--- src/rtl/als_pkg.sv ---
// Shared types and constants for the anti-aliased line stepper.
// Holds the fixed-point widths, the input kind codes and the command word
// passed from the front end to the back end. No dependencies.
package als_pkg;

	localparam int COORD_BITS  = 12;
	localparam int FRAC_BITS   = 16;
	localparam int HUE_BITS    = 9;
	localparam int INT_BITS    = COORD_BITS + FRAC_BITS + 1;
	localparam int GRAD_BITS   = FRAC_BITS + 2;
	localparam int LEVEL_BITS  = FRAC_BITS + 1;
	localparam int MAG_BITS    = COORD_BITS + 1;
	localparam int DIV_CNT_BITS = $clog2(FRAC_BITS);
	localparam int QUEUE_DEPTH = 4;
	localparam int QPTR_BITS   = $clog2(QUEUE_DEPTH);

	localparam logic KIND_LOAD = 1'b0;
	localparam logic KIND_STEP = 1'b1;

	typedef logic signed [COORD_BITS-1:0] coord_t;
	typedef logic signed [GRAD_BITS-1:0]  grad_t;
	typedef logic signed [INT_BITS-1:0]   isect_t;
	typedef logic [MAG_BITS-1:0]          mag_t;
	typedef logic [HUE_BITS-1:0]          hue_t;

	// One queued command: a segment set-up or a column step
	typedef struct packed {
		logic   is_load;
		logic   steep;
		coord_t major_start;
		coord_t major_end;
		coord_t minor_start;
		grad_t  gradient;
		hue_t   hue;
	} cmd_t;

endpackage

--- src/rtl/antialiased_line_stepper_top.sv ---
// Anti-aliased line stepper, top level: front end, command queue, back end.
// Step beats sustain one per cycle unless the queue or the result channel stalls;
// each step passes the pending register, a queue slot and the output register.
// A load whose slope is not exactly one waits on the one-bit-a-cycle divider.
// Reset (arst_n low, asynchronous) empties the queue and leaves the segment idle.
// Depends on als_pkg, als_front, als_queue and als_back.
module antialiased_line_stepper_top (
	input  logic            clk,
	input  logic            arst_n,
	// input channel
	input  logic            in_valid,
	output logic            in_stall,
	input  logic            kind,
	input  als_pkg::coord_t x_start,
	input  als_pkg::coord_t y_start,
	input  als_pkg::coord_t x_end,
	input  als_pkg::coord_t y_end,
	input  als_pkg::hue_t   hue,
	// result channel
	output logic            out_valid,
	input  logic            out_stall,
	output als_pkg::coord_t near_x,
	output als_pkg::coord_t near_y,
	output als_pkg::coord_t far_x,
	output als_pkg::coord_t far_y,
	output logic [als_pkg::LEVEL_BITS-1:0] near_level,
	output logic [als_pkg::FRAC_BITS-1:0]  far_level,
	output als_pkg::hue_t   pixel_hue,
	output logic            last
);
	import als_pkg::*;

	// Front to queue: one command beat at a time, held while the queue is full
	logic push_valid, push_full;
	cmd_t push_cmd;

	// Queue to back end: the back end pops a step only when its output
	// register is free, but drops a step that arrives while idle
	logic head_valid, pop;
	cmd_t head_cmd;

	// Classify beats, order the endpoints and divide out the gradient.
	// Hold further input while a division is running.
	als_front u_front (
		.clk        (clk),
		.arst_n     (arst_n),
		.in_valid   (in_valid),
		.in_stall   (in_stall),
		.kind       (kind),
		.x_start    (x_start),
		.y_start    (y_start),
		.x_end      (x_end),
		.y_end      (y_end),
		.hue        (hue),
		.push_valid (push_valid),
		.push_cmd   (push_cmd),
		.push_full  (push_full)
	);

	// Decouple the two halves so a stalled result does not block set-up
	als_queue u_queue (
		.clk        (clk),
		.arst_n     (arst_n),
		.push_valid (push_valid),
		.push_cmd   (push_cmd),
		.push_full  (push_full),
		.pop        (pop),
		.head_valid (head_valid),
		.head_cmd   (head_cmd)
	);

	// Advance the intersection by the gradient each column and register
	// the near and far pixels, unswapping coordinates for steep lines
	als_back u_back (
		.clk        (clk),
		.arst_n     (arst_n),
		.head_valid (head_valid),
		.head_cmd   (head_cmd),
		.pop        (pop),
		.out_valid  (out_valid),
		.out_stall  (out_stall),
		.near_x     (near_x),
		.near_y     (near_y),
		.far_x      (far_x),
		.far_y      (far_y),
		.near_level (near_level),
		.far_level  (far_level),
		.pixel_hue  (pixel_hue),
		.last       (last)
	);

endmodule

--- src/rtl/als_front.sv ---
// Front end: accepts beats, orders segment endpoints and forms the gradient.
// The gradient comes from a restoring divider, one quotient bit a cycle.
// Depends on als_pkg.
module als_front (
	input  logic                  clk,
	input  logic                  arst_n,
	input  logic                  in_valid,
	output logic                  in_stall,
	input  logic                  kind,
	input  als_pkg::coord_t       x_start,
	input  als_pkg::coord_t       y_start,
	input  als_pkg::coord_t       x_end,
	input  als_pkg::coord_t       y_end,
	input  als_pkg::hue_t         hue,
	output logic                  push_valid,
	output als_pkg::cmd_t         push_cmd,
	input  logic                  push_full
);
	import als_pkg::*;

	typedef enum logic [2:0] {
		S_IDLE = 3'b001,
		S_DIV  = 3'b010,
		S_DONE = 3'b100
	} front_state_t;

	localparam logic [DIV_CNT_BITS-1:0] DIV_LAST = DIV_CNT_BITS'(FRAC_BITS - 1);

	front_state_t              state_q;
	logic                      pend_valid_q;
	cmd_t                      pend_q;
	cmd_t                      hold_q;
	logic                      neg_q;
	mag_t                      rem_q;
	mag_t                      den_q;
	logic [FRAC_BITS-1:0]      quo_q;
	logic [DIV_CNT_BITS-1:0]   cnt_q;

	logic signed [MAG_BITS-1:0] dxs, dys, dy_ord;
	mag_t                       adx, ady, maj_mag, min_mag;
	logic                       steep, swap_ends, unit_slope, accept, pend_free;
	coord_t                     a_maj, a_min, b_maj, b_min, lo_maj, lo_min, hi_maj, hi_min;
	cmd_t                       in_cmd;
	grad_t                      unit_grad, div_grad;
	logic [MAG_BITS:0]          trial;
	logic                       qbit;
	mag_t                       rem_next;

	always_comb begin
		dxs = {x_end[COORD_BITS-1], x_end} - {x_start[COORD_BITS-1], x_start};
		dys = {y_end[COORD_BITS-1], y_end} - {y_start[COORD_BITS-1], y_start};
		adx = dxs[MAG_BITS-1] ? mag_t'(-dxs) : mag_t'(dxs);
		ady = dys[MAG_BITS-1] ? mag_t'(-dys) : mag_t'(dys);
		steep = ady > adx;
		a_maj = steep ? y_start : x_start;
		a_min = steep ? x_start : y_start;
		b_maj = steep ? y_end : x_end;
		b_min = steep ? x_end : y_end;
		swap_ends = a_maj > b_maj;
		lo_maj = swap_ends ? b_maj : a_maj;
		lo_min = swap_ends ? b_min : a_min;
		hi_maj = swap_ends ? a_maj : b_maj;
		hi_min = swap_ends ? a_min : b_min;
		dy_ord = {hi_min[COORD_BITS-1], hi_min} - {lo_min[COORD_BITS-1], lo_min};
		maj_mag = steep ? ady : adx;
		min_mag = steep ? adx : ady;
		// equal run and rise (zero length too) gives exactly one
		unit_slope = (maj_mag == min_mag);
		unit_grad = dy_ord[MAG_BITS-1] ? -(grad_t'(1) <<< FRAC_BITS)
			: (grad_t'(1) <<< FRAC_BITS);

		in_cmd.is_load     = (kind == KIND_LOAD);
		in_cmd.steep       = steep;
		in_cmd.major_start = lo_maj;
		in_cmd.major_end   = hi_maj;
		in_cmd.minor_start = lo_min;
		in_cmd.gradient    = unit_grad;
		in_cmd.hue         = hue;
	end

	// One restoring step; the remainder stays below the divisor
	always_comb begin
		trial = {rem_q, 1'b0};
		qbit  = trial >= {1'b0, den_q};
		rem_next = qbit ? mag_t'(trial - {1'b0, den_q}) : mag_t'(trial);
		div_grad = neg_q ? -grad_t'({2'b00, quo_q}) : grad_t'({2'b00, quo_q});
	end

	assign pend_free  = !pend_valid_q || !push_full;
	assign in_stall   = (state_q != S_IDLE) || !pend_free;
	assign accept     = in_valid && !in_stall;
	assign push_valid = pend_valid_q;
	assign push_cmd   = pend_q;

	always_ff @(posedge clk or negedge arst_n) begin
		if (!arst_n) begin
			state_q      <= S_IDLE;
			pend_valid_q <= 1'b0;
			cnt_q        <= '0;
		end else begin
			unique case (state_q)
				S_IDLE: begin
					if (accept && kind == KIND_LOAD && !unit_slope) begin
						state_q <= S_DIV;
						cnt_q   <= '0;
					end
				end
				S_DIV: begin
					cnt_q <= cnt_q + 1'b1;
					if (cnt_q == DIV_LAST) begin
						state_q <= S_DONE;
					end
				end
				S_DONE: begin
					if (pend_free) begin
						state_q <= S_IDLE;
					end
				end
				default: state_q <= S_IDLE;
			endcase

			if (accept && (kind == KIND_STEP || unit_slope)) begin
				pend_valid_q <= 1'b1;
			end else if (state_q == S_DONE && pend_free) begin
				pend_valid_q <= 1'b1;
			end else if (!push_full) begin
				pend_valid_q <= 1'b0;
			end
		end
	end

	always_ff @(posedge clk) begin
		if (accept && (kind == KIND_STEP || unit_slope)) begin
			pend_q <= in_cmd;
		end else if (state_q == S_DONE && pend_free) begin
			pend_q          <= hold_q;
			pend_q.gradient <= div_grad;
		end
		if (accept) begin
			hold_q <= in_cmd;
			neg_q  <= dy_ord[MAG_BITS-1];
			rem_q  <= min_mag;
			den_q  <= maj_mag;
			quo_q  <= '0;
		end else if (state_q == S_DIV) begin
			rem_q <= rem_next;
			quo_q <= {quo_q[FRAC_BITS-2:0], qbit};
		end
	end

endmodule

--- src/rtl/als_queue.sv ---
// Command queue between front and back end, held in flip-flops.
// Depends on als_pkg.
module als_queue (
	input  logic           clk,
	input  logic           arst_n,
	input  logic           push_valid,
	input  als_pkg::cmd_t  push_cmd,
	output logic           push_full,
	input  logic           pop,
	output logic           head_valid,
	output als_pkg::cmd_t  head_cmd
);
	import als_pkg::*;

	localparam logic [QPTR_BITS:0] FULL_COUNT = (QPTR_BITS+1)'(QUEUE_DEPTH);

	cmd_t                 slot_q [QUEUE_DEPTH];
	logic [QPTR_BITS-1:0] wr_ptr_q, rd_ptr_q;
	logic [QPTR_BITS:0]   count_q;
	logic                 push, pull;

	assign push_full  = (count_q == FULL_COUNT);
	assign head_valid = (count_q != '0);
	assign head_cmd   = slot_q[rd_ptr_q];
	assign push       = push_valid && !push_full;
	assign pull       = pop && head_valid;

	always_ff @(posedge clk or negedge arst_n) begin
		if (!arst_n) begin
			wr_ptr_q <= '0;
			rd_ptr_q <= '0;
			count_q  <= '0;
		end else begin
			if (push) begin
				wr_ptr_q <= wr_ptr_q + 1'b1;
			end
			if (pull) begin
				rd_ptr_q <= rd_ptr_q + 1'b1;
			end
			if (push && !pull) begin
				count_q <= count_q + 1'b1;
			end else if (pull && !push) begin
				count_q <= count_q - 1'b1;
			end
		end
	end

	always_ff @(posedge clk) begin
		if (push) begin
			slot_q[wr_ptr_q] <= push_cmd;
		end
	end

endmodule

--- src/rtl/als_back.sv ---
// Back end: holds the segment state, steps one column per step command and
// registers the pixel pair. Depends on als_pkg.
module als_back (
	input  logic            clk,
	input  logic            arst_n,
	input  logic            head_valid,
	input  als_pkg::cmd_t   head_cmd,
	output logic            pop,
	output logic            out_valid,
	input  logic            out_stall,
	output als_pkg::coord_t near_x,
	output als_pkg::coord_t near_y,
	output als_pkg::coord_t far_x,
	output als_pkg::coord_t far_y,
	output logic [als_pkg::LEVEL_BITS-1:0] near_level,
	output logic [als_pkg::FRAC_BITS-1:0]  far_level,
	output als_pkg::hue_t   pixel_hue,
	output logic            last
);
	import als_pkg::*;

	logic   active_q, steep_q, out_valid_q;
	coord_t pos_q, end_q;
	isect_t isect_q;
	grad_t  grad_q;
	hue_t   hue_q;

	coord_t                nx_q, ny_q, fx_q, fy_q;
	logic [LEVEL_BITS-1:0] nlev_q;
	logic [FRAC_BITS-1:0]  flev_q;
	hue_t                  phue_q;
	logic                  last_q;

	logic                  out_free, emit, fin;
	coord_t                fl, fl_dn;
	logic [FRAC_BITS-1:0]  fr;

	assign out_free = !out_valid_q || !out_stall;
	assign pop  = head_valid && (head_cmd.is_load || !active_q || out_free);
	assign emit = pop && !head_cmd.is_load && active_q;

	always_comb begin
		fl    = isect_q[INT_BITS-2:FRAC_BITS];
		fl_dn = fl - 1'b1;
		fr    = isect_q[FRAC_BITS-1:0];
		fin   = (pos_q == end_q);
	end

	always_ff @(posedge clk or negedge arst_n) begin
		if (!arst_n) begin
			active_q    <= 1'b0;
			out_valid_q <= 1'b0;
		end else begin
			if (pop && head_cmd.is_load) begin
				active_q <= 1'b1;
			end else if (emit && fin) begin
				active_q <= 1'b0;
			end
			if (emit) begin
				out_valid_q <= 1'b1;
			end else if (!out_stall) begin
				out_valid_q <= 1'b0;
			end
		end
	end

	always_ff @(posedge clk) begin
		if (pop && head_cmd.is_load) begin
			steep_q <= head_cmd.steep;
			pos_q   <= head_cmd.major_start;
			end_q   <= head_cmd.major_end;
			isect_q <= {head_cmd.minor_start[COORD_BITS-1], head_cmd.minor_start,
				{FRAC_BITS{1'b0}}};
			grad_q  <= head_cmd.gradient;
			hue_q   <= head_cmd.hue;
		end else if (emit && !fin) begin
			pos_q   <= pos_q + 1'b1;
			isect_q <= isect_q + {{(INT_BITS-GRAD_BITS){grad_q[GRAD_BITS-1]}}, grad_q};
		end
		if (emit) begin
			nx_q   <= steep_q ? fl : pos_q;
			ny_q   <= steep_q ? pos_q : fl;
			fx_q   <= steep_q ? fl_dn : pos_q;
			fy_q   <= steep_q ? pos_q : fl_dn;
			nlev_q <= (LEVEL_BITS'(1) << FRAC_BITS) - {1'b0, fr};
			flev_q <= fr;
			phue_q <= hue_q;
			last_q <= fin;
		end
	end

	assign out_valid  = out_valid_q;
	assign near_x     = nx_q;
	assign near_y     = ny_q;
	assign far_x      = fx_q;
	assign far_y      = fy_q;
	assign near_level = nlev_q;
	assign far_level  = flev_q;
	assign pixel_hue  = phue_q;
	assign last       = last_q;

endmodule
--- config.mk ---
export PLATFORM = sky130hd
export DESIGN_NAME = antialiased_line_stepper_top
export DESIGN_NICKNAME = d
export VERILOG_FILES = /design/src/rtl/als_pkg.sv /design/src/rtl/antialiased_line_stepper_top.sv /design/src/rtl/als_front.sv /design/src/rtl/als_queue.sv /design/src/rtl/als_back.sv
export SDC_FILE = /design/constraint.sdc
export NUM_CORES = 1
export LEC_CHECK = 0
export BUFFER_PORTS_ARGS = -buffer_cell sky130_fd_sc_hd__buf_4
export CORE_ASPECT_RATIO = 1.75
export CORE_MARGIN = 8
export CORE_UTILIZATION = 55
export CTS_CLUSTER_DIAMETER = 50
export DETAILED_ROUTE_END_ITERATION = 10
export MAX_ROUTING_LAYER = met4
export PLACE_DENSITY = 0.84
export SLEW_MARGIN = 40
export SYNTH_ARGS = -nofsm -noshare
export SYNTH_HDL_FRONTEND = slang
export SYNTH_SLANG_ARGS = --single-unit
--- constraint.sdc ---
create_clock -name clk -period 6.9 [get_ports clk]
set_clock_uncertainty 0.2 [all_clocks]
set_input_delay 1.38 -clock clk [delete_from_list [all_inputs] [get_ports clk]]
set_output_delay 1.38 -clock clk [all_outputs]
set_load 0.05 [all_outputs]
# Yosys cells after proc, flatten, opt, wreduce, memory -nomap -nowiden
# Memory sizes are Yosys's and may differ from the RTL's.
# Index checks and enable logic that the tools add are counted.
dict set report word_totals {
  n_memories 1
  mem_bits_rw 260
  romBits 0
  latch_bits 0
  input_bits 62
  register_bits 344
  word_cells 160
  out_inout_bits 93
}
# memory depth width read_ports rd_ports_with_merged_regs wr line_no
set mem_list {}
lappend mem_list {u_queue.slot_q 4 65 1 0 1 als_queue.sv:17} ;# cmd_t slot_q [QUEUE_DEPTH];
dict set report classes {
  div_mod_pow 0
  n_mux 44
  mul 0
  shift 0
  bitwise_logic 1
  addsub 16
  order_cmp 3
  n_eq_ne 13
  n_reduce_logical 42
}
# op count
set ops {}
lappend ops {{$mux W12} 14}
lappend ops {{$mux W65} 2}
lappend ops {{$mux W13} 7}
lappend ops {{$mux W29} 2}
lappend ops {{$sub A12 B12 Y13} 3}
lappend ops {{$mux W18} 2}
lappend ops {{$add A29 B29 Y29} 1}
lappend ops {{$neg A13 Y13} 2}
lappend ops {{$neg A16 Y18} 1}
lappend ops {{$sub A17 B16 Y17 const A} 1}
lappend ops {{$logic_and A1 B1 Y1} 15}
lappend ops {{$mux W3} 5}
lappend ops {{$ge A14 B13 Y1} 1}
lappend ops {{$eq A13 B13 Y1} 1}
lappend ops {{$gt A13 B13 Y1} 1}
lappend ops {{$sub A13 B13 Y13} 1}
lappend ops {{$add A12 B1 Y12 const B} 1}
lappend ops {{$eq A12 B12 Y1} 1}
lappend ops {{$gt A12 B12 Y1} 1}
lappend ops {{$logic_not A1 Y1} 12}
lappend ops {{$reduce_bool A2 Y1} 6}
lappend ops {{$sub A12 B1 Y12 const B} 1}
lappend ops {{$mux W1} 9}
lappend ops {{$pmux W3 S3} 1}
lappend ops {{other kinds (18)} 28}

# Depth between registers and ports, before layout
# Gate-level depths: netlist (run 1).
dict set report depth {
  word_depth 11
  mapped_depth 47
  depth_no_buf 43
}

# Hierarchy
# A second synthesis (run 1) with hierarchy kept.
dict set report hier_totals {
  cells_unflattened 2209
  area_unflattened_um2 29549.6
}
# mod cells_each area_per_inst_um2 seq_area_each_um2 instances
set by_module_without_submodules {}
lappend by_module_without_submodules {als_front 1142 11422.2 4695.8 1}
lappend by_module_without_submodules {als_queue 375 9829.4 7982.7 1}
lappend by_module_without_submodules {als_back 692 8298.0 4994.8 1}

# Least setup slack after synthesis (run 1)
# OpenSTA, ideal clock, no wires.
dict set report synth_path {
  path_kind {input port to flip-flop}
  startpoint {input x_end[0]}
  endpoint {register u_front.pend_q (netlist bit u_front.push_cmd[26]) (data pin)}
  setup_slack_ns -2.729
  path_buffers 4
  t_arrival_ns 9.248
  required_ns 6.520
  setup_time_ns 0.180
  cell_stages 43
  path_cell_list {inv_1 ha_1 fa_1 nand2b_1 a21oi_1 o32a_1 a31o_2 nand2_1 a31oi_1 nor2_1 xor2_1 ha_1 o21a_1 o21a_1 o21a_1 o211ai_1 a21oi_1 a211o_1 (+7 left out) ha_1 nor2b_1 o21a_1 o21a_1 o21a_1 o21a_1 o21bai_1 a41oi_1 clkbuf_1 clkbuf_1 mux2i_1 mux2i_1 ha_1 a21o_1 a21o_1 a21oi_1 o211ai_1 o311ai_1}
}
dict set report synth_between {
  elab_chain_len 10
  elab_cells_between_ends 19
  cone_classes {add/sub: 3; order compare: 2; eq/ne: 1; mux: 11; reduce/logical: 2}
}
# item line_no
set synth_lines {}
lappend synth_lines {{start, declared} antialiased_line_stepper_top.sv:16} ;# input als_pkg::coord_t x_end,
lappend synth_lines {{$sub A12 B12 Y13} als_front.sv:50} ;# dxs = {x_end[COORD_BITS-1], x_end} - {x_start[COORD_BITS-1], x_start};
lappend synth_lines {{$neg A13 Y13} als_front.sv:52} ;# adx = dxs[MAG_BITS-1] ? mag_t'(-dxs) : mag_t'(dxs);
lappend synth_lines {{$mux W13} als_front.sv:52}
lappend synth_lines {{$gt A13 B13 Y1} als_front.sv:54} ;# steep = ady > adx;
lappend synth_lines {{$mux W12 (on tied branches)} {als_front.sv:55, als_front.sv:57}}
lappend synth_lines {{$gt A12 B12 Y1} als_front.sv:59} ;# swap_ends = a_maj > b_maj;
lappend synth_lines {{$mux W12 (on tied branches)} {als_front.sv:63, als_front.sv:61}}
lappend synth_lines {{$sub A12 B12 Y13} als_front.sv:64} ;# dy_ord = {hi_min[COORD_BITS-1], hi_min} - {lo_min[COORD_BITS-1], lo_min};
lappend synth_lines {{$mux W18} als_front.sv:69} ;# unit_grad = dy_ord[MAG_BITS-1] ? -(grad_t'(1) <<< FRAC_BITS)
lappend synth_lines {{$mux W65 (*)} als_front.sv:133} ;# if (accept && (kind == KIND_STEP || unit_slope)) begin
lappend synth_lines {{end signal, assigned} als_front.sv:134} ;# pend_q <= in_cmd;
lappend synth_lines {{end signal, assigned} als_front.sv:136} ;# pend_q <= hold_q;
lappend synth_lines {{end, declared} als_front.sv:31} ;# cmd_t pend_q;
# Mark *: on every way between the ends. The rest lies on a longest branch, timed or not.
# A chain may end at the register's enable or synchronous reset.

# Worst setup path after layout (run 1)
dict set report layout_path {
  startpoint {input x_start[7]}
  endpoint {register u_front.pend_q (netlist bit u_front.push_cmd[26]) (data pin)}
}
dict set report layout_between {
  elab_chain_len 10
  elab_cells_between_ends 19
  cone_classes {add/sub: 3; order compare: 2; eq/ne: 1; mux: 11; reduce/logical: 2}
}
# item line_no
set layout_lines {}
lappend layout_lines {{start, declared} antialiased_line_stepper_top.sv:14} ;# input als_pkg::coord_t x_start,
lappend layout_lines {{$sub A12 B12 Y13} als_front.sv:50}
lappend layout_lines {{$neg A13 Y13} als_front.sv:52}
lappend layout_lines {{$mux W13} als_front.sv:52}
lappend layout_lines {{$gt A13 B13 Y1} als_front.sv:54}
lappend layout_lines {{$mux W12 (on tied branches)} {als_front.sv:55, als_front.sv:57}}
lappend layout_lines {{$gt A12 B12 Y1} als_front.sv:59}
lappend layout_lines {{$mux W12 (on tied branches)} {als_front.sv:63, als_front.sv:61}}
lappend layout_lines {{$sub A12 B12 Y13} als_front.sv:64}
lappend layout_lines {{$mux W18} als_front.sv:69}
lappend layout_lines {{$mux W65 (*)} als_front.sv:133}
# Marked as above.

==> impl_metrics.ini, run 1 <==
[drt]
vias = 19000
first_pass_iters = 5
wl_per_cell_um = 21.8
wl_um = 71100
ant_nets = 0
drt-initial-drc-count = 1355
wl_met2_um = 39600
top_layer_used = met4
via_per_inst = 5.83
wl_met1_um = 24300
drc = 0
dr_wl_met3_um = 3300

[setup_path]
arrival_ps = 8580
cpMaxStageDelayCell = o32a_1
critPathKind = primary input to flop
crit_fanout = 8
r2r_setup_slack_ps = 2350
crit_top_cell = o21a_1
worstRegToRegCells = 16
regToRegEndpoint = u_back.isect_q[26]
cp-end-kind = flop
r2r_start = u_back.isect_q[0]
startpoint_type = primary input
crit_path_max_incr_delay_ps = 380
cp.required_ps = 7090

[logic_synthesis]
syn_inst = 2085
syn_nets = 2262
synthArstFlopShare = 0.0282
ys_types = 87
synth_seq_cells = 602
ys_warn_count = 0
synthTopCellsByCount = edfxtp_1 (553), nor2_1 (151), nand2_1 (134)
synth_most_common_cell = edfxtp_1
syn_area_per_cell_sq_um = 13.8
yosysSeqAreaShare = 0.614
synth_top_area_cell = edfxtp_1
synth-edff-count = 553
yosysTopAreaCellShare = 0.577
ys.flop_type = edfxtp_1
synth.area.top_cells = edfxtp_1 (58%), mux4_2 (5.1%), ha_1 (4.8%)
netlist_area_sq_mm = 0.0288

[layout]
area_delta_synth_final_pct = 25.9
fillCellCount = 3329
instances_no_fill = 3264
layout-drive-gt1-share = 0.346
n_antenna_cell = 0
final_nets = 2725
multi_input_area_sq_mm = 0.0117
regArea_sq_mm = 0.0177

[global_route]
grt_pass1_vias = 20000
antenna_found_initial = 0
gr-usage-all-layers = 0.237
grt_max_degree = 66
overflow = 0
grt_pass1_wl_um = 109000

[clock_tree]
clk_latency_ps = 570
cts_tree = done
cts_buffer_depth = 3
path_clk_slew_ps = 70
hold_buffers = 0
cts.sinks = 602
htree_levels = 2
root_buffer = clkbuf_16
cts_buffers = 48

[hold_path]
whs_path_depth = 0
hp-class = flop to flop
hold_start = u_back.hue_q[1]
hold_path_end = u_back.pixel_hue[1]

[sta]
fin_crit_sh = 1.22
fin_ws_ps = -1490
worst_pin_slew_ps = 834
grt_setup_unrepaired = true
period_minus_slack_ps = 8390
fmax_ghz = 0.119
setup_viol = 74
relSlewSlack = 0.436
hold_ws_ps = 233
drv_slew = 0
finalHoldViolCount = 0

[die]
rows = 111
chipHeight_um = 319
core_region_area_sq_mm = 0.0521
start_util = 0.552
die_w_um = 189
die_area_sq_mm = 0.0602
pin_count = 155

[outcome]
status = finished with violations
violations = setup timing

[placement]
dp_cells = 3121
place_ws_ps = -2390
dp_hpwl_um = 49300
io_buffers = 154
place_congestion = 0.974

[run]
maxCapViolations = 0
logic make-up (layout without fill, tap and decap cells):
logic type,Yosys count,in the layout,synth area share
buf+inv,176,677,0.0252
compound gates,374,374,0.0819
simple gates,455,455,0.0744
mux,236,236,0.114
flops,602,602,0.614
fa+ha+maj,115,115,0.0513
xor+xnor,127,127,0.0394
worst max-delay path, delay by kind of cell:
| family | cells | cell delay, ps |
|---|---|---|
| compound gates | 20 | 3500 |
| fa+ha+maj | 4 | 1060 |
| buf+inv | 7 | 880 |
| mux | 3 | 430 |
| simple gates | 9 | 1300 |
per-layer routing:
layer / vias to the layer above / global-route usage
met4: 0 / 0.126
met5: - / -
li1: 8807 / -
met3: 195 / 0.0248
met2: 699 / 0.438
met1: 9338 / 0.242
state kept, by name, indices dropped and copies added, names as in the netlist, 9 cells and up:
signal / flops
u_back.end_q: 12
u_back.far_level: 16
u_back.far_x: 12
u_back.far_y: 12
u_back.grad_q: 18
u_back.hue_q: 9
u_back.isect_q: 28
u_back.near_level: 16
u_back.near_x: 12
u_back.near_y: 12
u_back.pixel_hue: 9
u_back.pos_q: 12
u_front.den_q: 13
u_front.hold_q: 47
u_front.push_cmd: 65
u_front.quo_q: 16
u_front.rem_q: 13
u_queue.slot_q: 260
cells in the final DEF (no fill, tap or decap), drive strengths merged, types with 9 or more instances in the layout:
cell type / instances
a21boi: 9
a21o: 30
a21oi: 112
a31oi: 11
and2: 12
and3: 12
buf: 491
clkbuf: 59
clkinv: 18
dfrtp: 16
dfxtp: 32
edfxtp: 553
ha: 110
inv: 95
mux2: 70
mux2i: 101
mux4: 65
nand2: 134
nand2b: 15
nand3: 41
nor2: 154
nor2b: 12
nor3: 20
nor4: 14
o211ai: 9
o21a: 24
o21ai: 100
o2bb2ai: 10
o31ai: 9
xnor2: 55
xor2: 71
metrics by stage:
step | instance area [sq um] | util | setup TNS [ps]
final | 36200 | 0.696 | -46510
after CTS | 35500 | 0.681 | -52670
after global routing | 36200 | 0.696 | -62840
after detailed placement | 32800 | 0.630 | -109530
after floorplan | 29000 | - | -137100
after global placement | 32800 | 0.630 | -99480
layout make-up:
| type | count | area share |
|---|---|---|
| Inverter | 97 | 0.0107 |
| Sequential cell | 602 | 0.488 |
| Tap cell | 678 | 0.0234 |
| Timing Repair Buffer | 492 | 0.112 |
| Multi-Input combinational cell | 1307 | 0.322 |
| Clock inverter | 29 | 0.00819 |
| Clock buffer | 59 | 0.0361 |
worst max-delay path by stage:
stage,startpoint,to,slack (ps),cells after the start
3_5_place_dp,y_start[0],u_front.push_cmd[26],-2390,42
3_3_place_gp,x_start[5],u_front.push_cmd[26],-2200,41
5_1_grt,x_start[7],u_front.push_cmd[26],-1750,45
2_1_floorplan,x_end[0],u_front.push_cmd[26],-1970,46
4_1_cts,x_end[0],u_front.push_cmd[26],-1550,46
6_report,x_start[7],u_front.push_cmd[26],-1490,43
what timing repair did:
item,4_1_cts,5_1_grt
setup endpoints to repair,74,74
resized for setup,143,129
setup buffers,30,27
cloned,5,0
pin swaps,41,46
Power of run 1 is left out: the tool's default activity adds up to more than one toggle a clock period on the data nets, which glitch-free logic cannot reach.
==> inputs of run 2 (changes only) <==
--- a/config.mk
+++ b/config.mk
@@ -12,7 +12,7 @@
 export CTS_CLUSTER_DIAMETER = 50
 export DETAILED_ROUTE_END_ITERATION = 10
 export MAX_ROUTING_LAYER = met4
-export PLACE_DENSITY = 0.84
+export PLACE_DENSITY_LB_ADDON = 0.08
 export SLEW_MARGIN = 40
 export SYNTH_ARGS = -nofsm -noshare
 export SYNTH_HDL_FRONTEND = slang
==> run 2 against run 1 <==
Effect of this change: the run still ends with setup timing left; wire length shrank 7.2%; critical path depth grew 1; design area grew 0.82%; setup slack lost 120 ps; cell count grew 1.3%; sequential share of layout area shrank 0.40 points; critical endpoint is now u_front.neg_q; sequential cell count is the same; critical path type unchanged; via count shrank 3.3%; clock-buffer cell count grew 1.
==> impl_metrics.ini, run 2 (synthesis gave the netlist of run 1 again) <==
[outcome]
status = finished with violations
violations = setup timing

[layout]
fin_util = 0.701
area_delta_synth_final_pct = 26.9
layout-drive-gt1-share = 0.351
largest_reg_flops = 260
layout_commonest_cell = edfxtp_1
instances_no_fill = 3305
regMostFlops = u_queue.slot_q
final_cell_mix = edfxtp_1 (553), buf_4 (478), nor2_1 (132)
final_nets = 2763
n_antenna_cell = 0
fillCellCount = 3621

[drt]
ant_nets = 0
wl_um = 66000
first_pass_iters = 5
drt-initial-drc-count = 909
vias = 18400
wl_per_cell_um = 20.0
via_per_inst = 5.57
drc = 0

[global_route]
grt_pass1_wl_um = 102000
grt_max_degree = 65
overflow = 0
antenna_found_initial = 0
gr-usage-all-layers = 0.219
grt_pass1_vias = 19300

[clock_tree]
cts.sinks = 602
root_buffer = clkbuf_16
cts_buffer_depth = 3
cts_tree = done
clk_latency_ps = 590
hold_buffers = 0
htree_levels = 2
path_clk_slew_ps = 70
cts_buffers = 50

[setup_path]
critPathKind = primary input to flop
cp.required_ps = 7020
crit_path_max_incr_delay_ps = 360
cp-end-kind = flop
crit_top_cell = o21a_1
crit_fanout = 8
arrival_ps = 8630
startpoint_type = primary input
cpMaxStageDelayCell = o311a_4

[sta]
fin_ws_ps = -1610
setup_viol = 74
worst_pin_slew_ps = 887
grt_setup_unrepaired = true
fin_crit_sh = 1.23
period_minus_slack_ps = 8510
drv_slew = 0
tns_ps = -51710
finalHoldViolCount = 0
fmax_ghz = 0.117
relSlewSlack = 0.409

[die]
start_util = 0.552
pin_count = 155
rows = 111
chipHeight_um = 319
die_w_um = 189
die_area_sq_mm = 0.0602
core_region_area_sq_mm = 0.0521

[placement]
dp_cells = 3157
place_congestion = 0.923
dp_hpwl_um = 48100
io_buffers = 154
place_ws_ps = -2470

[run]
maxCapViolations = 0

[hold_path]
hp-class = flop to flop
[run 2: final timing paths]
path	start	to	slack, ps	cells after the start
min in group asynchronous	arst_n	u_queue.wr_ptr_q[0]	450	1
hold reg to reg	u_back.hue_q[6]	u_back.pixel_hue[6]	220	0
setup reg to reg	u_back.isect_q[0]	u_back.isect_q[26]	2580	16
hold / removal	u_back.hue_q[6]	u_back.pixel_hue[6]	220	0
max in group asynchronous	arst_n	u_front.state_q[0]	5780	1
setup / recovery	y_start[5]	u_front.neg_q	-1610	44
[run 2: worst max-delay path, delay by kind of cell]
family	cells	cell delay, ps
fa+ha+maj	4	1130
compound gates	25	4210
mux	2	380
buf+inv	6	720
simple gates	7	790
[run 2: per-stage QoR]
stage	cell area (sq um)	hold WS, ps
floorplan	29000	200
global placement	33100	206
detailed placement	33100	207
CTS	35600	224
global route	36500	236
finish	36500	223
[run 2: cell type report]
| type | count | area [sq um] | area share |
|---|---|---|---|
| flip-flops and latches | 602 | 17700 | 0.484 |
| multi-input cells | 1307 | 11600 | 0.317 |
| repair buffers | 528 | 4350 | 0.119 |
| clock buffers | 60 | 1320 | 0.0361 |
| well taps | 678 | 848 | 0.0232 |
| inverters | 97 | 379 | 0.0104 |
| clock inverters | 33 | 367 | 0.0100 |
[run 2: repair_timing]
action	4_1_cts	5_1_grt
pin swaps	45	44
gates cloned	3	2
resized for setup	121	147
buffers inserted	29	35
setup endpoints to repair	74	74
[run 2: metal layers]
layer	wire length [um]	global-route usage
met4	3060	0.0958
met2	36800	0.411
met3	1990	0.0227
met1	24200	0.225
met5	0	-
Power of run 2 is left out for the same reason.
